`config.mk`:
```
export PLATFORM = sky130hd
export DESIGN_NAME = decimal_program_loader
export DESIGN_NICKNAME = d
export VERILOG_FILES = /design/src/rtl/core/dpl_pkg.sv /design/src/rtl/core/dpl_front.sv /design/src/rtl/core/dpl_queue.sv /design/src/rtl/core/dpl_back.sv /design/src/rtl/core/decimal_program_loader.sv
export SDC_FILE = /design/constraint.sdc
export NUM_CORES = 1
export LEC_CHECK = 0
export BUFFER_PORTS_ARGS = -buffer_cell sky130_fd_sc_hd__buf_2
export CORE_MARGIN = 2
export CORE_UTILIZATION = 30
export DETAILED_ROUTE_END_ITERATION = 16
export GPL_ROUTABILITY_DRIVEN = 0
export GPL_TIMING_DRIVEN = 1
export PLACE_DENSITY = 0.45
export SETUP_SLACK_MARGIN = 0.5
export SYNTH_ARGS = -nofsm -noshare
export SYNTH_HDL_FRONTEND = slang
export SYNTH_SLANG_ARGS = --single-unit
```
`constraint.sdc`:
```
create_clock -name i_clk -period 19.71 [get_ports i_clk]
set_input_delay 3.942 -clock i_clk [delete_from_list [all_inputs] [get_ports i_clk]]
set_output_delay 3.942 -clock i_clk [all_outputs]
set_load 0.01 [all_outputs]
```
`src/rtl/core/dpl_pkg.sv`:
```
// Shared types and constants for the decimal program loader.
// Used by dpl_front, dpl_queue, dpl_back and decimal_program_loader.
package dpl_pkg;

    // Event queue depth between the front and back parts
    localparam int DPL_QUEUE_DEPTH = 4;

    // Status codes carried in status results
    localparam logic [2:0] ST_OK       = 3'd0;
    localparam logic [2:0] ST_SHORT    = 3'd1;
    localparam logic [2:0] ST_TOO_MANY = 3'd2;
    localparam logic [2:0] ST_EMPTY    = 3'd3;
    localparam logic [2:0] ST_OVERFLOW = 3'd4;

    // Result kinds
    localparam logic KIND_WORD   = 1'b0;
    localparam logic KIND_STATUS = 1'b1;

    // One input transaction
    typedef struct packed {
        logic [7:0] char_in;
        logic       end_of_file;
    } t_in_item;

    // One output transaction
    typedef struct packed {
        logic               kind;
        logic [30:0]        word_index;
        logic signed [31:0] word_value;
        logic [2:0]         status_code;
        logic [30:0]        word_count;
        logic               last;
    } t_out_item;

    // Event handed from the front to the back
    typedef struct packed {
        logic        is_ovf;     // overflow, halt
        logic        is_final;   // end of file
        logic        has_value;  // a line value is taken
        logic [31:0] value;      // two's complement value
    } t_event;

endpackage

```
`src/rtl/core/dpl_front.sv`:
```
// Front part: lexes the byte stream line by line and pushes value,
// end-of-file and overflow events. Depends on dpl_pkg.
module dpl_front
    import dpl_pkg::*;
(
    input  logic     i_clk,
    input  logic     i_rst_n,
    input  logic     i_in_valid,
    output logic     o_in_ready,
    input  t_in_item i_in,
    input  logic     i_q_full,
    output logic     o_push,
    output t_event   o_event
);

    // Line phases
    localparam logic [2:0] PH_BLANKS  = 3'd0;
    localparam logic [2:0] PH_MINUS   = 3'd1;
    localparam logic [2:0] PH_DIGITS  = 3'd2;
    localparam logic [2:0] PH_TAIL    = 3'd3;
    localparam logic [2:0] PH_INVALID = 3'd4;

    localparam logic [7:0] CH_NL    = 8'd10;
    localparam logic [7:0] CH_TAB   = 8'd9;
    localparam logic [7:0] CH_SPACE = 8'd32;
    localparam logic [7:0] CH_MINUS = 8'd45;
    localparam logic [7:0] CH_ZERO  = 8'd48;
    localparam logic [7:0] CH_NINE  = 8'd57;

    localparam logic [35:0] POS_LIMIT = 36'd2147483647;
    localparam logic [35:0] NEG_LIMIT = 36'd2147483648;

    logic [2:0]  r_phase, n_phase;
    logic        r_neg, n_neg;
    logic [31:0] r_mag, n_mag;
    logic        r_halted, n_halted;

    logic        accept;
    logic        is_digit, is_blank, pending;
    logic [3:0]  digit;
    logic [35:0] acc;
    logic [31:0] value;

    // Halted input is drained without effect
    assign o_in_ready = r_halted | ~i_q_full;
    assign accept     = i_in_valid & o_in_ready & ~r_halted;

    assign is_digit = (i_in.char_in >= CH_ZERO) && (i_in.char_in <= CH_NINE);
    assign is_blank = (i_in.char_in == CH_SPACE) || (i_in.char_in == CH_TAB);
    assign digit    = 4'(i_in.char_in - CH_ZERO);
    assign pending  = (r_phase == PH_DIGITS) || (r_phase == PH_TAIL);

    // Multiply-by-ten accumulate
    assign acc   = {1'b0, r_mag, 3'b000} + {3'b000, r_mag, 1'b0} + {32'd0, digit};
    assign value = r_neg ? (32'd0 - r_mag) : r_mag;

    // Line parser
    always_comb begin
        n_phase  = r_phase;
        n_neg    = r_neg;
        n_mag    = r_mag;
        n_halted = r_halted;
        o_push   = 1'b0;
        o_event  = '{is_ovf: 1'b0, is_final: 1'b0, has_value: pending, value: value};
        if (accept) begin
            if (i_in.end_of_file) begin
                o_push           = 1'b1;
                o_event.is_final = 1'b1;
                n_phase          = PH_BLANKS;
                n_neg            = 1'b0;
                n_halted         = 1'b1;
            end else if (i_in.char_in == CH_NL) begin
                o_push  = pending;
                n_phase = PH_BLANKS;
                n_neg   = 1'b0;
            end else begin
                unique case (r_phase)
                    PH_BLANKS: begin
                        if (is_digit) begin
                            n_phase = PH_DIGITS;
                            n_neg   = 1'b0;
                            n_mag   = {28'd0, digit};
                        end else if (i_in.char_in == CH_MINUS) begin
                            n_phase = PH_MINUS;
                        end else if (!is_blank) begin
                            n_phase = PH_INVALID;
                        end
                    end
                    PH_MINUS: begin
                        if (is_digit) begin
                            n_phase = PH_DIGITS;
                            n_neg   = 1'b1;
                            n_mag   = {28'd0, digit};
                        end else begin
                            n_phase = PH_INVALID;
                        end
                    end
                    PH_DIGITS: begin
                        if (is_digit) begin
                            if (acc > (r_neg ? NEG_LIMIT : POS_LIMIT)) begin
                                o_push            = 1'b1;
                                o_event.is_ovf    = 1'b1;
                                o_event.has_value = 1'b0;
                                n_phase           = PH_BLANKS;
                                n_neg             = 1'b0;
                                n_halted          = 1'b1;
                            end else begin
                                n_mag = acc[31:0];
                            end
                        end else begin
                            n_phase = PH_TAIL;
                        end
                    end
                    PH_TAIL: begin
                        n_phase = PH_TAIL;
                    end
                    default: begin
                        n_phase = PH_INVALID;
                    end
                endcase
            end
        end
    end

    always_ff @(posedge i_clk) begin
        if (!i_rst_n) begin
            r_phase  <= PH_BLANKS;
            r_neg    <= 1'b0;
            r_halted <= 1'b0;
        end else begin
            r_phase  <= n_phase;
            r_neg    <= n_neg;
            r_halted <= n_halted;
        end
        r_mag <= n_mag;
    end

`ifndef NO_ASSERTIONS
    // Once halted, only reset releases the front
    a_halt_sticks: assert property (@(posedge i_clk) disable iff (!i_rst_n)
        r_halted |=> r_halted) else $error("front left halt");
`endif

endmodule

```
`src/rtl/core/dpl_queue.sv`:
```
// Short event queue between the front and back parts.
// Depends on dpl_pkg for the event type.
module dpl_queue
    import dpl_pkg::*;
#(
    parameter int DEPTH = DPL_QUEUE_DEPTH
) (
    input  logic   i_clk,
    input  logic   i_rst_n,
    input  logic   i_push,
    input  t_event i_event,
    input  logic   i_pop,
    output logic   o_full,
    output logic   o_valid,
    output t_event o_head
);

    localparam int PTR_W = $clog2(DEPTH);
    localparam int CNT_W = $clog2(DEPTH + 1);

    t_event           r_mem [DEPTH];
    logic [PTR_W-1:0] r_wr, r_rd;
    logic [CNT_W-1:0] r_count;

    assign o_full  = (r_count == CNT_W'(DEPTH));
    assign o_valid = (r_count != '0);
    assign o_head  = r_mem[r_rd];

    // Storage
    always_ff @(posedge i_clk) begin
        if (i_push) begin
            r_mem[r_wr] <= i_event;
        end
    end

    // Pointers and fill count
    always_ff @(posedge i_clk) begin
        if (!i_rst_n) begin
            r_wr    <= '0;
            r_rd    <= '0;
            r_count <= '0;
        end else begin
            if (i_push) begin
                r_wr <= (r_wr == PTR_W'(DEPTH - 1)) ? '0 : r_wr + 1'b1;
            end
            if (i_pop) begin
                r_rd <= (r_rd == PTR_W'(DEPTH - 1)) ? '0 : r_rd + 1'b1;
            end
            if (i_push && !i_pop) begin
                r_count <= r_count + 1'b1;
            end else if (i_pop && !i_push) begin
                r_count <= r_count - 1'b1;
            end
        end
    end

`ifndef NO_ASSERTIONS
    a_no_overrun: assert property (@(posedge i_clk) disable iff (!i_rst_n)
        i_push |-> !o_full) else $error("queue overrun");
    a_no_underrun: assert property (@(posedge i_clk) disable iff (!i_rst_n)
        i_pop |-> o_valid) else $error("queue underrun");
`endif

endmodule

```
`src/rtl/core/dpl_back.sv`:
```
// Back part: applies header and word-count bookkeeping to queued events
// and drives the registered result channel. Depends on dpl_pkg.
module dpl_back
    import dpl_pkg::*;
(
    input  logic      i_clk,
    input  logic      i_rst_n,
    input  logic      i_q_valid,
    input  t_event    i_head,
    output logic      o_pop,
    output logic      o_out_valid,
    input  logic      i_out_ready,
    output t_out_item o_out
);

    logic        r_hdr, n_hdr;
    logic [31:0] r_dc, n_dc;
    logic [31:0] r_ls, n_ls;
    logic        r_sub, n_sub;
    logic        r_out_valid, n_out_valid;
    t_out_item   r_out, n_out;

    logic        can_emit, tv_emit, emit;
    t_out_item   res;
    t_out_item   word_res, stat_res;

    assign can_emit = ~r_out_valid | i_out_ready;
    assign tv_emit  = r_hdr & ~r_dc[31] & (r_ls < r_dc);

    // Word result for the value at the queue head
    always_comb begin
        word_res             = '0;
        word_res.kind        = KIND_WORD;
        word_res.word_index  = r_ls[30:0];
        word_res.word_value  = $signed(i_head.value);
    end

    // Final status from current bookkeeping
    always_comb begin
        stat_res      = '0;
        stat_res.kind = KIND_STATUS;
        stat_res.last = 1'b1;
        if (i_head.is_ovf) begin
            stat_res.status_code = ST_OVERFLOW;
        end else if (!r_hdr) begin
            stat_res.status_code = ST_EMPTY;
        end else if (r_dc[31] || (r_ls > r_dc)) begin
            stat_res.status_code = ST_TOO_MANY;
        end else if (r_ls < r_dc) begin
            stat_res.status_code = ST_SHORT;
            stat_res.word_count  = r_ls[30:0];
        end else begin
            stat_res.status_code = ST_OK;
            stat_res.word_count  = r_dc[30:0];
        end
    end

    // Event execution
    always_comb begin
        n_hdr = r_hdr;
        n_dc  = r_dc;
        n_ls  = r_ls;
        n_sub = r_sub;
        o_pop = 1'b0;
        emit  = 1'b0;
        res   = stat_res;
        if (i_q_valid) begin
            if (i_head.is_ovf || (i_head.is_final && (r_sub || !i_head.has_value))) begin
                // status result ends this transaction
                if (can_emit) begin
                    emit  = 1'b1;
                    o_pop = 1'b1;
                    n_sub = 1'b0;
                end
            end else if (!tv_emit || can_emit) begin
                // take a line value
                res      = word_res;
                res.last = ~i_head.is_final;
                emit     = tv_emit;
                if (!r_hdr) begin
                    if (i_head.value != '0) begin
                        n_dc  = i_head.value;
                        n_hdr = 1'b1;
                    end
                end else if (r_ls != '1) begin
                    n_ls = r_ls + 1'b1;
                end
                if (i_head.is_final) begin
                    n_sub = 1'b1;
                end else begin
                    o_pop = 1'b1;
                end
            end
        end
    end

    // Output register
    always_comb begin
        n_out_valid = r_out_valid;
        n_out       = r_out;
        if (emit) begin
            n_out_valid = 1'b1;
            n_out       = res;
        end else if (i_out_ready) begin
            n_out_valid = 1'b0;
        end
    end

    always_ff @(posedge i_clk) begin
        if (!i_rst_n) begin
            r_hdr       <= 1'b0;
            r_dc        <= '0;
            r_ls        <= '0;
            r_sub       <= 1'b0;
            r_out_valid <= 1'b0;
        end else begin
            r_hdr       <= n_hdr;
            r_dc        <= n_dc;
            r_ls        <= n_ls;
            r_sub       <= n_sub;
            r_out_valid <= n_out_valid;
        end
        r_out <= n_out;
    end

    assign o_out_valid = r_out_valid;
    assign o_out       = r_out;

`ifndef NO_ASSERTIONS
    // Second step of an end-of-file event only while that event is at the head
    a_sub_on_final: assert property (@(posedge i_clk) disable iff (!i_rst_n)
        r_sub |-> (i_q_valid && i_head.is_final)) else $error("stray second step");
    // Words only go out under a valid nonnegative header
    a_word_has_hdr: assert property (@(posedge i_clk) disable iff (!i_rst_n)
        (r_out_valid && (r_out.kind == KIND_WORD)) |-> (r_hdr && !r_dc[31]))
        else $error("word without header");
    // Header once taken is never dropped
    a_hdr_sticks: assert property (@(posedge i_clk) disable iff (!i_rst_n)
        r_hdr |=> (r_hdr && $stable(r_dc))) else $error("header changed");
`endif

endmodule

```
`src/rtl/core/decimal_program_loader.sv`:
```
// Top level of the decimal program loader: front lexer, event queue, back.
// Depends on dpl_pkg, dpl_front, dpl_queue and dpl_back.
//
//  channel  | signals                            | payload
//  ---------+------------------------------------+------------
//  input    | i_in_valid / o_in_ready            | i_in  (t_in_item)
//  output   | o_out_valid / i_out_ready          | o_out (t_out_item)
//
// One byte is taken per cycle while the event queue is not full; the front lexer
// and its multiply-by-ten accumulate finish a byte in the cycle it is accepted.
// A line value passes from the front through the event queue to the back's output
// register; an end of file with a pending value is taken as a value step, then a status step.
// The input stalls only when the event queue is full; results wait in the
// output register while the back keeps draining line values that make no word.
// Synchronous active-low reset clears all control state; no clearing pass.
module decimal_program_loader
    import dpl_pkg::*;
#(
    parameter int QUEUE_DEPTH = DPL_QUEUE_DEPTH
) (
    input  logic      i_clk,
    input  logic      i_rst_n,
    input  logic      i_in_valid,
    output logic      o_in_ready,
    input  t_in_item  i_in,
    output logic      o_out_valid,
    input  logic      i_out_ready,
    output t_out_item o_out
);

    logic   q_full, q_valid, push, pop;
    t_event push_event, head;

    dpl_front u_front (
        .i_clk      (i_clk),
        .i_rst_n    (i_rst_n),
        .i_in_valid (i_in_valid),
        .o_in_ready (o_in_ready),
        .i_in       (i_in),
        .i_q_full   (q_full),
        .o_push     (push),
        .o_event    (push_event)
    );

    dpl_queue #(
        .DEPTH (QUEUE_DEPTH)
    ) u_queue (
        .i_clk   (i_clk),
        .i_rst_n (i_rst_n),
        .i_push  (push),
        .i_event (push_event),
        .i_pop   (pop),
        .o_full  (q_full),
        .o_valid (q_valid),
        .o_head  (head)
    );

    dpl_back u_back (
        .i_clk       (i_clk),
        .i_rst_n     (i_rst_n),
        .i_q_valid   (q_valid),
        .i_head      (head),
        .o_pop       (pop),
        .o_out_valid (o_out_valid),
        .i_out_ready (i_out_ready),
        .o_out       (o_out)
    );

endmodule

```
==> flow_summary.rst <==
.. list-table::
   :header-rows: 1

   * - Metric
     - Value
   * - Global-route wire length before repair
     - 75600 um
   * - VDD IR max
     - 0.0000774 V
   * - Violation count after the first detailed-route iteration
     - 715
   * - I/O pin count
     - 114
   * - Final worst-path cycle share
     - 49.4%
   * - Synthesized net count
     - 1724
   * - Flop and latch count out of synthesis
     - 352
   * - Capturing element type of the critical path
     - flop
   * - Die span in y
     - 251 um
   * - Critical path required time
     - 20180 ps
   * - Number of setup buffers added after CTS
     - 0
   * - TritonCTS clock tree
     - built
   * - ANT nets after route
     - 0
   * - Number of resized instances in the post-cts repair step
     - 0
   * - Via density
     - 5.03
   * - Synthesis warning total
     - 0
   * - Maximum number of pins on one net before global-route repair
     - 74
   * - Final non-filler cell total
     - 2496
   * - Number of CTS-inserted buffers
     - 43
   * - Synth area leader
     - edfxtp_1
   * - Setup repair after global routing missed its margin
     - no
   * - Nets@finish
     - 1831
   * - Clock latency on the worst-skew pair
     - 580 ps
   * - Share of cells above drive strength 1
     - 15.6%
   * - Fraction of post-synthesis cell area in the top cell type by area
     - 44.6%
   * - Wire length per cell after detailed routing
     - 19.4 um
   * - Sequential share of the synthesized area
     - 53.5%
   * - Post-Place Setup Slack
     - 9390 ps
   * - Post-placement cell area
     - 0.0197 mm2
   * - Overall routing resource usage
     - 15.4%
   * - Routed vias
     - 12600
   * - Filler cell count
     - 5977
   * - Library cell with the highest instance count after synthesis
     - edfxtp_1
   * - Row Count
     - 90
   * - Predominant post-synthesis flop cell
     - edfxtp_1
   * - Post-DP HPWL
     - 34800 um
   * - Number of max-cap violations
     - 0
   * - Top area cells in the synthesized netlist
     - edfxtp_1 45%, ha_1 9.3%, dfxtp_1 8.9%, mux4_2 4.3%, a21oi_1 3.5%
   * - Max Fanout on Critical Path
     - 9
   * - Number of global-route vias before repair
     - 12700
   * - Hold buffers post-CTS
     - 0
   * - Inst Count DP
     - 2417
   * - Root Buffer
     - clkbuf_16
   * - Power Dens Cells
     - 123 mW/mm2
   * - Initial core utilization
     - 30.3%
   * - Area delta synth->final
     - 16.0%
   * - DRC violations left
     - 0
   * - Post-layout minimum cycle time
     - 9740 ps
   * - DIE AREA
     - 0.0628 mm2
   * - Slew of the pin with the lowest slew margin
     - 946 ps
   * - Outcome
     - complete, no violations
   * - Number of enable flip-flop cells after synthesis
     - 271
   * - Depth of the CTS H-tree
     - 2
   * - Worst-case setup margin in the final layout
     - 9970 ps
   * - Total of endpoints with negative setup slack in the final report
     - 0
   * - Final Skew
     - 35.2 ps
   * - Average instance area after synthesis
     - 11.6 um2
   * - Gate Count Post-Synth
     - 1573
   * - N_diodes
     - 0
   * - Clock tree buffer depth
     - 3
   * - Crit Path Category
     - input pin to flop
   * - Clock slew at the register clock pins of the worst setup and hold paths
     - 60 ps
   * - Proportion of register bits with asynchronous set or reset after synthesis
     - 0%
   * - Area used by multi-input combinational logic
     - 0.00801 mm2
   * - Final Cell Area
     - 0.0212 mm2
   * - Initial antenna violation count
     - 0
   * - Cell area after synthesis
     - 0.0182 mm2
   * - Length of the first detailed-routing pass in iterations
     - 5
   * - Library cells used by synthesis
     - 72
   * - Min-Delay Path Class
     - flop to flop
   * - Max-slew headroom
     - 36.9%
   * - Leakage dissipation
     - 7.98 nW
   * - Port bufs
     - 113
   * - Total clock sinks
     - 352
   * - Storage element area
     - 0.00976 mm2
   * - Crit start category
     - input pin
   * - Remaining global-route overflow
     - 0
   * - Die width
     - 251 um
   * - F_max
     - 103 MHz
   * - Total Neg Setup Slack
     - 0 ps
   * - Count of pins over their slew limit
     - 0
   * - Synth cell count leaders
     - 271 x edfxtp_1, 152 x nor2_1, 135 x ha_1
   * - Endpoint arrival time on the critical path
     - 10210 ps
   * - Core Area
     - 0.0602 mm2
   * - Final Routed Wirelength
     - 48400 um
   * - Hold violation count in the final report
     - 0
[sequential cells by signal (all words and copies together) (netlist names), 2 cells and up, named ones only]
| register | count |
|---|---|
| u_back.o_out | 99 |
| u_front.r_phase | 3 |
| u_queue.r_mem | 140 |
| u_front.r_mag | 32 |
| u_back.r_dc | 32 |
| u_queue.r_rd | 2 |
| u_back.r_ls | 32 |
| u_queue.r_wr | 2 |
| u_queue.r_count | 3 |
[stage by stage]
| step | total power, mW | utilization (%) | hold WS [ps] |
|---|---|---|---|
| 6_report | 2.61 | 35.1 | 480 |
| 3_3_place_gp | 1.82 | 32.7 | 471 |
| 3_5_place_dp | 1.83 | 32.7 | 475 |
| 2_1_floorplan | 1.55 | - | 449 |
| 5_1_grt | 2.76 | 35.1 | 499 |
| 4_1_cts | 2.66 | 35.1 | 483 |
[cells by family (layout without fill, tap and decap cells)]
kind of cell             after synthesis  count (layout)  share of synthesized area [%]
adder cells (fa/ha/maj)              138             138                           9.59
buffers and inverters                128             269                           2.70
flip-flops                           352             352                           53.5
multiplexers                          72              72                           6.38
AO/OA/AOI/OAI                        288             288                           9.65
XOR/XNOR                              65              65                           3.12
AND/OR/NAND/NOR                      530             530                           15.0
[cells in the final DEF, fill, tap and decap left out, types with 44 or more instances in the layout]
master	instances
a21oi_1	127
nor2_1	152
ha_1	135
xnor2_1	48
edfxtp_1	271
nand2_1	79
buf_2	113
inv_1	59
and3_1	78
dfxtp_1	79
clkbuf_16	44
o21ai_0	58
[cell type report]
cell class	count	area share (%)
flip-flops and latches	352	46.2
clock buffers	53	5.51
clock inverters	26	1.48
well taps	782	4.63
repair buffers	130	3.28
inverters	60	1.06
multi-input cells	1093	37.9
[path summary, 6_finish.rpt]
path / cells past startpoint / from / endpoint / slack, ps
max: 26 / i_in[4] / u_queue.r_count[2]$_SDFFE_PN0P_ / 9970
min reg2reg: 2 / u_back.r_sub$_SDFFE_PN0P_ / u_back.r_sub$_SDFFE_PN0P_ / 480
min: 2 / u_back.r_sub$_SDFFE_PN0P_ / u_back.r_sub$_SDFFE_PN0P_ / 480
max reg2reg: 25 / u_front.r_mag[0]$_DFFE_PP_ / u_queue.r_count[2]$_SDFFE_PN0P_ / 12890
[critical path, stage by stage]
cell	delay (ps)
buf_2	140
fa_1	540
fa_1	490
a21o_1	230
a221oi_2	440
o211ai_2	220
a41oi_2	280
o21ai_0	160
and2_1	210
a221oi_1	320
xnor2_1	200
ha_1	290
nand2_1	80
nor2_1	40
a211oi_1	200
a31oi_1	70
a311oi_1	270
o211ai_1	150
a211oi_2	510
o21ai_1	350
ha_1	330
inv_1	80
fa_1	170
xor2_1	70
or3_1	310
a21oi_1	140
[report_power, final]
part           switching, mW  total (mW)  internal, mW
combinational          0.500       0.762         0.262
clock                  0.320       0.821         0.501
sequential            0.0479        1.03         0.981
[metal layers]
metal	wire, um	vias up	share of wire [%]	GRT usage, %
li1	-	6122	-	-
met1	22100	6151	46	20.2
met2	23600	227	49	26.6
met3	1610	63	3.3	2.11
met4	1150	0	2.4	4.64
met5	0	-	0	0
Note: power is estimated with default switching activity, not from simulation.
